### config.mk
export PLATFORM = sky130hd
export DESIGN_NAME = cubic_bezier_extrema_top
export DESIGN_NICKNAME = d
export VERILOG_FILES = /design/src/rtl/cbe_pkg.sv /design/src/rtl/cubic_bezier_extrema_top.sv /design/src/rtl/cbe_fifo.sv /design/src/rtl/cbe_front.sv /design/src/rtl/cbe_back.sv
export SDC_FILE = /design/constraint.sdc
export NUM_CORES = 2
export LEC_CHECK = 0
export BUFFER_PORTS_ARGS = -buffer_cell sky130_fd_sc_hd__buf_4
export CAP_MARGIN = 25
export CORE_UTILIZATION = 45
export CTS_BUF_LIST = sky130_fd_sc_hd__clkbuf_8 sky130_fd_sc_hd__clkbuf_16
export DETAILED_ROUTE_END_ITERATION = 7
export PLACE_DENSITY = 0.72
export SLEW_MARGIN = 20
export SYNTH_ARGS = -nofsm -noshare
export SYNTH_HDL_FRONTEND = slang
export SYNTH_SLANG_ARGS = --single-unit
### constraint.sdc
create_clock -name i_clk -period 36.9 [get_ports i_clk]
set_input_delay 7.38 -clock i_clk [delete_from_list [all_inputs] [get_ports i_clk]]
set_output_delay 7.38 -clock i_clk [all_outputs]
set_load 0.05 [all_outputs]
### src/rtl/cbe_pkg.sv
// Package for the cubic Bezier extremum block: defaults, constants, back-end states.
// No dependencies; imported by the top level, the front end and the back end.
`default_nettype none
package cbe_pkg;
    localparam int COORD_WIDTH_DEF = 32;
    localparam int T_FRAC_BITS_DEF = 16;
    localparam int TOL_WIDTH       = 16;
    localparam logic [TOL_WIDTH-1:0] TOL_RESET = 16'd1;
    localparam int DZ_LIMIT_BITS   = 32;
    localparam int DZ_SCALE        = 36;
    localparam int TOL_SHIFT       = 16;
    localparam int QUEUE_DEPTH     = 2;
    localparam int OUT_DEPTH       = 4;
    localparam int PADDR_WIDTH     = 3;
    localparam int PDATA_WIDTH     = 32;
    localparam logic REG_TOL       = 1'b0;

    typedef enum logic [3:0] {
        ST_IDLE, ST_ONE, ST_AXIS, ST_MUL, ST_CLASS, ST_SQRT,
        ST_DIVSET, ST_DIV, ST_EMIT, ST_NEXT, ST_LAST
    } t_state;
endpackage
`default_nettype wire

### src/rtl/cubic_bezier_extrema_top.sv
// The back end works serially: multiplier, square root and divider, one bit per cycle;
// an axis with near-zero lead coefficient skips the multiplier and square root.
// Throughput is one curve per back-end pass; two coefficient sets wait in the queue
// while it works.
// Reset (synchronous, active low) empties all queues, idles the solver, tolerance = 1.
`default_nettype none
module cubic_bezier_extrema_top #(
    parameter int COORD_WIDTH = cbe_pkg::COORD_WIDTH_DEF,
    parameter int T_FRAC_BITS = cbe_pkg::T_FRAC_BITS_DEF
) (
    input  wire logic                                i_clk,
    input  wire logic                                i_rst_n,
    input  wire logic                                psel,
    input  wire logic                                penable,
    input  wire logic                                pwrite,
    input  wire logic [cbe_pkg::PADDR_WIDTH-1:0]     paddr,
    input  wire logic [cbe_pkg::PDATA_WIDTH-1:0]     pwdata,
    output logic [cbe_pkg::PDATA_WIDTH-1:0]          prdata,
    output logic                                     pready,
    input  wire logic                                push,
    output logic                                     full,
    input  wire logic signed [COORD_WIDTH-1:0]       i_p0_x,
    input  wire logic signed [COORD_WIDTH-1:0]       i_p0_y,
    input  wire logic signed [COORD_WIDTH-1:0]       i_p1_x,
    input  wire logic signed [COORD_WIDTH-1:0]       i_p1_y,
    input  wire logic signed [COORD_WIDTH-1:0]       i_p2_x,
    input  wire logic signed [COORD_WIDTH-1:0]       i_p2_y,
    input  wire logic signed [COORD_WIDTH-1:0]       i_p3_x,
    input  wire logic signed [COORD_WIDTH-1:0]       i_p3_y,
    output logic                                     empty,
    input  wire logic                                pop,
    output logic [T_FRAC_BITS:0]                     o_param_t,
    output logic                                     o_last
);
    import cbe_pkg::*;

    localparam int AXW = 3 * (COORD_WIDTH + 3) + 2;
    localparam int OW  = T_FRAC_BITS + 2;

    logic [TOL_WIDTH-1:0] r_tol;
    logic                 q_push, q_full, q_pop, q_empty;
    logic [2*AXW-1:0]     q_in, q_out;
    logic                 out_push, out_full;
    logic [OW-1:0]        out_in, out_head;

    assign pready = 1'b1;
    assign prdata = (paddr[2] == REG_TOL) ? PDATA_WIDTH'(r_tol) : '0;

    always_ff @(posedge i_clk) begin
        if (!i_rst_n) begin
            r_tol <= TOL_RESET;
        end else if (psel && penable && pwrite && pready && paddr[2] == REG_TOL) begin
            r_tol <= pwdata[TOL_WIDTH-1:0];
        end
    end

    cbe_front #(.CW(COORD_WIDTH)) u_front (
        .i_clk    (i_clk),
        .i_rst_n  (i_rst_n),
        .i_tol    (r_tol),
        .i_push   (push),
        .o_full   (full),
        .i_p0_x   (i_p0_x),
        .i_p0_y   (i_p0_y),
        .i_p1_x   (i_p1_x),
        .i_p1_y   (i_p1_y),
        .i_p2_x   (i_p2_x),
        .i_p2_y   (i_p2_y),
        .i_p3_x   (i_p3_x),
        .i_p3_y   (i_p3_y),
        .o_q_push (q_push),
        .o_q_data (q_in),
        .i_q_full (q_full)
    );

    cbe_fifo #(.W(2*AXW), .DEPTH(QUEUE_DEPTH)) u_coef_q (
        .i_clk   (i_clk),
        .i_rst_n (i_rst_n),
        .i_push  (q_push),
        .i_data  (q_in),
        .o_full  (q_full),
        .i_pop   (q_pop),
        .o_data  (q_out),
        .o_empty (q_empty)
    );

    cbe_back #(.CW(COORD_WIDTH), .TF(T_FRAC_BITS)) u_back (
        .i_clk      (i_clk),
        .i_rst_n    (i_rst_n),
        .i_tol      (r_tol),
        .i_q_empty  (q_empty),
        .i_q_data   (q_out),
        .o_q_pop    (q_pop),
        .o_out_push (out_push),
        .o_out_data (out_in),
        .i_out_full (out_full)
    );

    cbe_fifo #(.W(OW), .DEPTH(OUT_DEPTH)) u_out_q (
        .i_clk   (i_clk),
        .i_rst_n (i_rst_n),
        .i_push  (out_push),
        .i_data  (out_in),
        .o_full  (out_full),
        .i_pop   (pop),
        .o_data  (out_head),
        .o_empty (empty)
    );

    assign o_param_t = out_head[OW-1:1];
    assign o_last    = out_head[0];
endmodule
`default_nettype wire

### src/rtl/cbe_fifo.sv
// Small register queue, first-word fall-through.
// Depends on nothing but its parameters.
`default_nettype none
module cbe_fifo #(
    parameter int W     = 8,
    parameter int DEPTH = 2
) (
    input  wire logic         i_clk,
    input  wire logic         i_rst_n,
    input  wire logic         i_push,
    input  wire logic [W-1:0] i_data,
    output logic              o_full,
    input  wire logic         i_pop,
    output logic [W-1:0]      o_data,
    output logic              o_empty
);
    localparam int PW = (DEPTH > 1) ? $clog2(DEPTH) : 1;
    localparam int CW = $clog2(DEPTH + 1);

    logic [W-1:0]  r_mem [DEPTH];
    logic [PW-1:0] r_wp, r_rp;
    logic [CW-1:0] r_cnt;
    logic          wr, rd;

    assign o_full  = (r_cnt == CW'(DEPTH));
    assign o_empty = (r_cnt == '0);
    assign wr      = i_push && !o_full;
    assign rd      = i_pop && !o_empty;
    assign o_data  = r_mem[r_rp];

    always_ff @(posedge i_clk) begin
        if (wr) begin
            r_mem[r_wp] <= i_data;
        end
    end

    always_ff @(posedge i_clk) begin
        if (!i_rst_n) begin
            r_wp  <= '0;
            r_rp  <= '0;
            r_cnt <= '0;
        end else begin
            if (wr) begin
                r_wp <= (r_wp == PW'(DEPTH - 1)) ? '0 : r_wp + 1'b1;
            end
            if (rd) begin
                r_rp <= (r_rp == PW'(DEPTH - 1)) ? '0 : r_rp + 1'b1;
            end
            r_cnt <= r_cnt + CW'(wr) - CW'(rd);
        end
    end
endmodule
`default_nettype wire

### src/rtl/cbe_front.sv
// Front end: takes a curve beat, forms derivative coefficients per axis and
// flags near-zero ones. Depends on cbe_pkg.
`default_nettype none
module cbe_front #(
    parameter int CW = 32
) (
    input  wire logic                            i_clk,
    input  wire logic                            i_rst_n,
    input  wire logic [cbe_pkg::TOL_WIDTH-1:0]   i_tol,
    input  wire logic                            i_push,
    output logic                                 o_full,
    input  wire logic signed [CW-1:0]            i_p0_x,
    input  wire logic signed [CW-1:0]            i_p0_y,
    input  wire logic signed [CW-1:0]            i_p1_x,
    input  wire logic signed [CW-1:0]            i_p1_y,
    input  wire logic signed [CW-1:0]            i_p2_x,
    input  wire logic signed [CW-1:0]            i_p2_y,
    input  wire logic signed [CW-1:0]            i_p3_x,
    input  wire logic signed [CW-1:0]            i_p3_y,
    output logic                                 o_q_push,
    output logic [2*(3*(CW+3)+2)-1:0]            o_q_data,
    input  wire logic                            i_q_full
);
    import cbe_pkg::*;

    localparam int KW  = CW + 3;
    localparam int LW  = KW + 3;
    localparam int AXW = 3 * KW + 2;

    logic signed [CW-1:0] r_p [8];
    logic                 r_vld;
    logic                 acc;
    logic [AXW-1:0]       ax_x, ax_y;

    function automatic logic near_zero(input logic signed [LW-1:0] v,
                                       input logic [TOL_WIDTH-1:0] tol);
        logic [LW-1:0] m;
        m = v[LW-1] ? LW'(-v) : LW'(v);
        return (m == '0) || (m < LW'(tol));
    endfunction

    function automatic logic [AXW-1:0] classify(input logic signed [CW-1:0] p0,
                                                input logic signed [CW-1:0] p1,
                                                input logic signed [CW-1:0] p2,
                                                input logic signed [CW-1:0] p3,
                                                input logic [TOL_WIDTH-1:0] tol);
        logic signed [KW-1:0] e0, e1, e2, e3, a, b, c;
        logic signed [LW-1:0] a3, b6;
        e0 = KW'(p0);
        e1 = KW'(p1);
        e2 = KW'(p2);
        e3 = KW'(p3);
        a  = e3 - e0 + e1 + (e1 <<< 1) - e2 - (e2 <<< 1);
        b  = e0 - (e1 <<< 1) + e2;
        c  = e1 - e0;
        a3 = LW'(a) + (LW'(a) <<< 1);
        b6 = (LW'(b) <<< 1) + (LW'(b) <<< 2);
        return {near_zero(a3, tol), near_zero(b6, tol), a, b, c};
    endfunction

    assign o_full   = r_vld && i_q_full;
    assign acc      = i_push && !o_full;
    assign o_q_push = r_vld && !i_q_full;
    assign ax_x     = classify(r_p[0], r_p[2], r_p[4], r_p[6], i_tol);
    assign ax_y     = classify(r_p[1], r_p[3], r_p[5], r_p[7], i_tol);
    assign o_q_data = {ax_y, ax_x};

    always_ff @(posedge i_clk) begin
        if (acc) begin
            r_p[0] <= i_p0_x;
            r_p[1] <= i_p0_y;
            r_p[2] <= i_p1_x;
            r_p[3] <= i_p1_y;
            r_p[4] <= i_p2_x;
            r_p[5] <= i_p2_y;
            r_p[6] <= i_p3_x;
            r_p[7] <= i_p3_y;
        end
    end

    always_ff @(posedge i_clk) begin
        if (!i_rst_n) begin
            r_vld <= 1'b0;
        end else if (acc) begin
            r_vld <= 1'b1;
        end else if (o_q_push) begin
            r_vld <= 1'b0;
        end
    end
endmodule
`default_nettype wire

### src/rtl/cbe_back.sv
// Back end: per-axis root solver with serial multiplier, square root and divider.
// Depends on cbe_pkg; emits parameter beats with the last flag.
`default_nettype none
module cbe_back #(
    parameter int CW = 32,
    parameter int TF = 16
) (
    input  wire logic                            i_clk,
    input  wire logic                            i_rst_n,
    input  wire logic [cbe_pkg::TOL_WIDTH-1:0]   i_tol,
    input  wire logic                            i_q_empty,
    input  wire logic [2*(3*(CW+3)+2)-1:0]       i_q_data,
    output logic                                 o_q_pop,
    output logic                                 o_out_push,
    output logic [TF+1:0]                        o_out_data,
    input  wire logic                            i_out_full
);
    import cbe_pkg::*;

    localparam int KW    = CW + 3;
    localparam int AXW   = 3 * KW + 2;
    localparam int DW    = 2 * CW + 4;
    localparam int SW    = CW + 2;
    localparam int RW    = SW + 3;
    localparam int NW    = CW + 4;
    localparam int MAXIT = (KW > TF) ? KW : TF;
    localparam int CNTW  = $clog2(MAXIT + 1);
    localparam int DZW   = DZ_LIMIT_BITS + 6;

    t_state                r_state, n_state;
    logic [2*AXW-1:0]      r_coef, n_coef;
    logic                  r_axis, n_axis;
    logic                  r_phase, n_phase;
    logic [DW-1:0]         r_mcand, n_mcand;
    logic [KW-1:0]         r_mplier, n_mplier;
    logic [DW-1:0]         r_acc, n_acc;
    logic                  r_neg, n_neg;
    logic signed [DW-1:0]  r_d, n_d;
    logic [DW-1:0]         r_src, n_src;
    logic [RW-1:0]         r_rem, n_rem;
    logic [SW-1:0]         r_root, n_root;
    logic signed [NW-1:0]  r_num, n_num, r_den, n_den;
    logic [NW:0]           r_dr, n_dr;
    logic [NW-1:0]         r_dd, n_dd;
    logic [TF-1:0]         r_q, n_q;
    logic                  r_more, n_more;
    logic [TF:0]           r_pend, n_pend;
    logic [CNTW-1:0]       r_cnt, n_cnt;

    logic [AXW-1:0]        cur;
    logic signed [KW-1:0]  ca, cb, cc;
    logic                  a_nz, b_nz, last_it;
    logic [DW-1:0]         acc_new, dm;
    logic                  dzero;
    logic [DZW-1:0]        dz_prod;
    logic [RW-1:0]         rem_sh, trial;
    logic [SW-1:0]         root_new;
    logic [RW-1:0]         rem_new;
    logic signed [NW-1:0]  nn, dd, neg_b;
    logic                  div_skip;
    logic [NW:0]           dsh;
    logic [TF-1:0]         q_new;
    logic [NW:0]           dr_new;

    function automatic logic [KW-1:0] mag_k(input logic signed [KW-1:0] v);
        return v[KW-1] ? KW'(-v) : KW'(v);
    endfunction

    assign cur     = r_axis ? r_coef[2*AXW-1:AXW] : r_coef[AXW-1:0];
    assign cc      = cur[KW-1:0];
    assign cb      = cur[2*KW-1:KW];
    assign ca      = cur[3*KW-1:2*KW];
    assign b_nz    = cur[3*KW];
    assign a_nz    = cur[3*KW+1];
    assign last_it = (r_cnt == CNTW'(1));
    assign neg_b   = -NW'(cb);

    assign acc_new = r_acc + (r_mplier[0] ? r_mcand : '0);

    assign dm      = r_d[DW-1] ? DW'(-r_d) : DW'(r_d);
    assign dz_prod = DZW'(dm[DZ_LIMIT_BITS-1:0]) * DZW'(DZ_SCALE);
    assign dzero   = (dm == '0) ||
                     ((dm >> DZ_LIMIT_BITS) == '0 &&
                      dz_prod < (DZW'(i_tol) << TOL_SHIFT));

    assign rem_sh  = {r_rem[RW-3:0], r_src[DW-1:DW-2]};
    assign trial   = {1'b0, r_root, 2'b01};
    assign root_new = (rem_sh >= trial) ? {r_root[SW-2:0], 1'b1} : {r_root[SW-2:0], 1'b0};
    assign rem_new  = (rem_sh >= trial) ? rem_sh - trial : rem_sh;

    assign nn       = r_den[NW-1] ? -r_num : r_num;
    assign dd       = r_den[NW-1] ? -r_den : r_den;
    assign div_skip = (r_den == '0) || (nn <= 0) || (nn >= dd);

    assign dsh      = {r_dr[NW-1:0], 1'b0};
    assign dr_new   = (dsh >= (NW+1)'(r_dd)) ? dsh - (NW+1)'(r_dd) : dsh;
    assign q_new    = {r_q[TF-2:0], (dsh >= (NW+1)'(r_dd))};

    always_comb begin
        n_state = r_state;
        unique case (r_state)
            ST_IDLE:   if (!i_q_empty) n_state = ST_ONE;
            ST_ONE:    if (!i_out_full) n_state = ST_AXIS;
            ST_AXIS: begin
                if (a_nz) begin
                    n_state = b_nz ? ST_NEXT : ST_DIVSET;
                end else begin
                    n_state = ST_MUL;
                end
            end
            ST_MUL:    if (last_it && r_phase) n_state = ST_CLASS;
            ST_CLASS: begin
                if (dzero) begin
                    n_state = ST_DIVSET;
                end else if (r_d[DW-1]) begin
                    n_state = ST_NEXT;
                end else begin
                    n_state = ST_SQRT;
                end
            end
            ST_SQRT:   if (last_it) n_state = ST_DIVSET;
            ST_DIVSET: begin
                if (!div_skip) begin
                    n_state = ST_DIV;
                end else begin
                    n_state = r_more ? ST_DIVSET : ST_NEXT;
                end
            end
            ST_DIV:    if (last_it) n_state = ST_EMIT;
            ST_EMIT: begin
                if (r_q == '0 || !i_out_full) begin
                    n_state = r_more ? ST_DIVSET : ST_NEXT;
                end
            end
            ST_NEXT:   n_state = r_axis ? ST_LAST : ST_AXIS;
            ST_LAST:   if (!i_out_full) n_state = ST_IDLE;
            default:   n_state = ST_IDLE;
        endcase
    end

    always_comb begin
        n_coef     = r_coef;
        n_axis     = r_axis;
        n_phase    = r_phase;
        n_mcand    = r_mcand;
        n_mplier   = r_mplier;
        n_acc      = r_acc;
        n_neg      = r_neg;
        n_d        = r_d;
        n_src      = r_src;
        n_rem      = r_rem;
        n_root     = r_root;
        n_num      = r_num;
        n_den      = r_den;
        n_dr       = r_dr;
        n_dd       = r_dd;
        n_q        = r_q;
        n_more     = r_more;
        n_pend     = r_pend;
        n_cnt      = r_cnt;
        o_q_pop    = 1'b0;
        o_out_push = 1'b0;
        o_out_data = {r_pend, 1'b0};
        unique case (r_state)
            ST_IDLE: begin
                if (!i_q_empty) begin
                    o_q_pop = 1'b1;
                    n_coef  = i_q_data;
                    n_axis  = 1'b0;
                    n_pend  = '0;
                end
            end
            ST_ONE: begin
                if (!i_out_full) begin
                    o_out_push = 1'b1;
                    n_pend     = (TF+1)'(1) << TF;
                end
            end
            ST_AXIS: begin
                if (a_nz) begin
                    n_num  = -NW'(cc);
                    n_den  = NW'(cb) <<< 1;
                    n_more = 1'b0;
                end else begin
                    n_phase  = 1'b0;
                    n_mcand  = DW'(mag_k(cb));
                    n_mplier = mag_k(cb);
                    n_acc    = '0;
                    n_cnt    = CNTW'(KW);
                end
            end
            ST_MUL: begin
                n_acc    = acc_new;
                n_mcand  = r_mcand << 1;
                n_mplier = r_mplier >> 1;
                n_cnt    = r_cnt - 1'b1;
                if (last_it) begin
                    if (!r_phase) begin
                        n_d      = acc_new;
                        n_phase  = 1'b1;
                        n_mcand  = DW'(mag_k(ca));
                        n_mplier = mag_k(cc);
                        n_neg    = ca[KW-1] ^ cc[KW-1];
                        n_acc    = '0;
                        n_cnt    = CNTW'(KW);
                    end else begin
                        n_d = r_neg ? r_d + acc_new : r_d - acc_new;
                    end
                end
            end
            ST_CLASS: begin
                n_num  = neg_b;
                n_den  = NW'(ca);
                n_more = 1'b0;
                n_src  = r_d;
                n_rem  = '0;
                n_root = '0;
                n_cnt  = CNTW'(SW);
            end
            ST_SQRT: begin
                n_src  = r_src << 2;
                n_rem  = rem_new;
                n_root = root_new;
                n_cnt  = r_cnt - 1'b1;
                if (last_it) begin
                    n_num  = neg_b + NW'(root_new);
                    n_den  = NW'(ca);
                    n_more = 1'b1;
                end
            end
            ST_DIVSET: begin
                if (!div_skip) begin
                    n_dr  = (NW+1)'(nn);
                    n_dd  = NW'(dd);
                    n_q   = '0;
                    n_cnt = CNTW'(TF);
                end else if (r_more) begin
                    n_more = 1'b0;
                    n_num  = neg_b - NW'(r_root);
                end
            end
            ST_DIV: begin
                n_dr  = dr_new;
                n_q   = q_new;
                n_cnt = r_cnt - 1'b1;
            end
            ST_EMIT: begin
                if (r_q == '0 || !i_out_full) begin
                    if (r_q != '0) begin
                        o_out_push = 1'b1;
                        n_pend     = {1'b0, r_q};
                    end
                    if (r_more) begin
                        n_more = 1'b0;
                        n_num  = neg_b - NW'(r_root);
                    end
                end
            end
            ST_NEXT: begin
                n_axis = 1'b1;
            end
            ST_LAST: begin
                o_out_data = {r_pend, 1'b1};
                o_out_push = !i_out_full;
            end
            default: ;
        endcase
    end

    always_ff @(posedge i_clk) begin
        if (!i_rst_n) begin
            r_state <= ST_IDLE;
        end else begin
            r_state <= n_state;
        end
    end

    always_ff @(posedge i_clk) begin
        r_coef   <= n_coef;
        r_axis   <= n_axis;
        r_phase  <= n_phase;
        r_mcand  <= n_mcand;
        r_mplier <= n_mplier;
        r_acc    <= n_acc;
        r_neg    <= n_neg;
        r_d      <= n_d;
        r_src    <= n_src;
        r_rem    <= n_rem;
        r_root   <= n_root;
        r_num    <= n_num;
        r_den    <= n_den;
        r_dr     <= n_dr;
        r_dd     <= n_dd;
        r_q      <= n_q;
        r_more   <= n_more;
        r_pend   <= n_pend;
        r_cnt    <= n_cnt;
    end
endmodule
`default_nettype wire

==> out/results.tsv <==
metric	value	unit
hold_path.class	flip-flop to flip-flop	
start_kind	input pin	
cts_tree	built	
tns	0	ps
cts_resized	0	
cap_violations	0	
netlist_instances	11300	
cts_hold_buffers	0	
yosysTopAreaCellShare	40.2	%
rsz0062_at_grt	false	
drive_above_1_share	9.09	%
die_h	504	um
syn_to_final_growth	10.3	%
finClkSkew	54.8	ps
drt_iter0_markers	7588	
dp_hpwl	234000	um
root_buffer	clkbuf_16	
synth_edf_count	1521	
antenna_found_initial	6	
routed-via-count	85600	
gr-total-overflow	0	
yosys.area.top_type	edfxtp_1	
port_buffers	315	
ys_types	107	
period_needed	15270	ps
cp_max_fo	18	
drv_slew	0	
die-area	0.254	mm2
grt_start_max_net_pins	157	
ys_seq_area_share	40.8	%
synthTopCellsByArea	edfxtp_1 40%, ha_1 9.2%, xnor2_1 4.9%	
period_share	41.4	%
synth_ff_type	edfxtp_1	
nets	13000	
route.detailed.drc	0	
grt_first_pass_wirelength	464000	um
tightest_slew	1170	ps
startpoint	paddr[2]	
setup_viol_count_final	0	
drtPass1Iterations	6	
track_usage	23.3	%
die_w	504	um
drtAntennaViolNets	0	
h-tree-depth	4	
final_hold_viol_count	0	
start_util	45.2	%
synth_seq_cells	1555	
status	finished, final reports clean	
grt_pass1_vias	80600	
crit_required	29520	ps
numCtsBuffers	171	
design.core.area	0.251	mm2
end_kind	primary output	
avgSynthCellArea	10.0	um2
post_drt_wl_per_cell	20.2	um
cp.arrival	7890	ps
clk_pin_slew_worst_paths	60	ps
ios	351	
clockBufferDepth	3	
fmax	65.5	MHz
syn_area	0.114	mm2
reg2reg_from	u_front.r_p[0][65]	
multi_input_area	0.0622	mm2
seqCellArea	0.0464	mm2
max_slew_margin	21.4	%
vias_per_cell	5.69	
n_fill_cell	22600	
yosys_warnings	0	
wl	304000	um
rows	184	
postSynth.asyncResetShare	0	%
gp_congestion	0.987	
postCtsSetupRepairBufs	0	
hold_start	r_tol[11]	
numClockSinks	1555	
clk_latency	870	ps
worst-setup-path-type	input pin to primary output	
==> cell type report <==
type / count / share of cell area (%)
diodes: 3 / 0.00599
multi-input cells: 8426 / 49.7
well taps: 3348 / 3.35
repair buffers: 389 / 2.42
clock inverters: 144 / 1.08
inverters: 1014 / 3.05
flip-flops and latches: 1555 / 37.0
clock buffers: 172 / 3.43
==> placed cells by master (no fill, tap or decap), types with 30 or more instances in the layout <==
cell          n
inv_1      1031
a211oi_1     65
nand2b_1    128
a21o_1      274
fa_1        267
nand3_1     206
o21bai_1     87
a31oi_1     100
nor3_1      218
mux2i_1     161
and3_1      140
a21oi_1     770
nand2_1     935
or4_1        38
buf_4       379
nor2b_1     131
mux4_2       30
and4_1       31
o21ai_0     629
ha_1        839
o31a_1       32
a21boi_0     54
o211ai_1     39
clkbuf_16   171
o21a_1      113
and2_1      178
nor2_1      822
or2_2        52
nand4_1      99
clkinv_2     33
xnor2_1     634
or3_1       102
xor2_1      320
dfxtp_1      33
edfxtp_1   1521
o31ai_1      57
nor4_1       77
mux2_2      240
==> path summary, 6_finish.rpt <==
path / endpoint / slack (ps) / cells after the start
worst max register to register: u_coef_q.r_mem[1][106] / 25490 / 40
worst min register to register: r_tol[11] / 460 / 2
worst max-delay path: prdata[15] / 21630 / 3
worst min-delay path: r_tol[11] / 460 / 2
==> synth_stat cells (39+ instances only) <==
cell type / number
nand2_1: 937
a21oi_1: 771
fa_1: 267
nand3_1: 206
o31ai_1: 58
ha_1: 839
inv_1: 1009
or2_2: 53
o21bai_1: 87
clkbuf_1: 269
or3_1: 102
o21ai_0: 630
edfxtp_1: 1521
a21o_1: 274
a21boi_0: 55
nor4_1: 77
nor3_1: 221
mux2_2: 240
xnor2_1: 634
and3_1: 141
nor2b_1: 132
xor2_1: 320
nand4_1: 99
nor2_1: 829
and2_1: 178
a211oi_1: 65
nand2b_1: 130
mux2i_1: 163
o211ai_1: 39
a31oi_1: 100
o21a_1: 113
==> sequential cells by signal, indices dropped and copies added, names as in the netlist, 3 cells and up, named ones only <==
name	count
u_back.r_state	4
u_back.r_dd	36
u_coef_q.r_mem	420
u_out_q.r_mem	72
r_tol	16
u_back.r_den	36
u_back.r_acc	68
u_back.r_rem	35
u_back.r_mcand	68
u_back.r_d	68
u_back.r_coef	210
u_back.r_root	34
u_out_q.r_cnt	3
u_front.r_p	256
u_back.r_cnt	6
u_back.r_num	36
u_back.r_dr	36
u_back.r_src	68
u_back.r_q	16
u_back.r_mplier	35
u_back.r_pend	17
==> routing by layer <==
metal  up-vias  track usage [%]  part of all wire, %
met5         -                0               0.0023
met4         2             10.1                  4.7
met1     41000             30.9                   42
met3       561             2.96                  6.5
li1      41400                -                    -
met2      2689             38.2                   46
==> per-stage QoR <==
step / cell area, um2 / setup WS [ps] / std cells / utilization [%] / hold slack [ps]
floorplan: 114000 / 17600 / 11300 / - / 443
global placement: 119000 / 21640 / 14700 / 47.6 / 452
detailed placement: 119000 / 21630 / 14700 / 47.6 / 458
CTS: 125000 / 21630 / 15000 / 49.8 / 467
global route: 125000 / 21600 / 15000 / 49.9 / 483
finish: 125000 / 21630 / 15100 / 49.9 / 463
==> critical path, cell delays in order <==
cell	delay, ps
buf_4	170
nor2_1	110
buf_4	230
==> kinds of logic after synthesis <==
| kind of cell | after synthesis | synth area share, % |
|---|---|---|
| multiplexers | 433 | 4.41 |
| flip-flops | 1555 | 40.8 |
| buffers and inverters | 1349 | 4.54 |
| other | 2 | 0.00662 |
| XOR/XNOR | 956 | 7.39 |
| AND/OR/NAND/NOR | 3299 | 14.2 |
| adder cells (fa/ha/maj) | 1106 | 14.0 |
| AO/OA/AOI/OAI | 2615 | 14.6 |
Power is not shown: default switching activity piles up to over one toggle a cycle in this logic, so the estimate is an artifact.
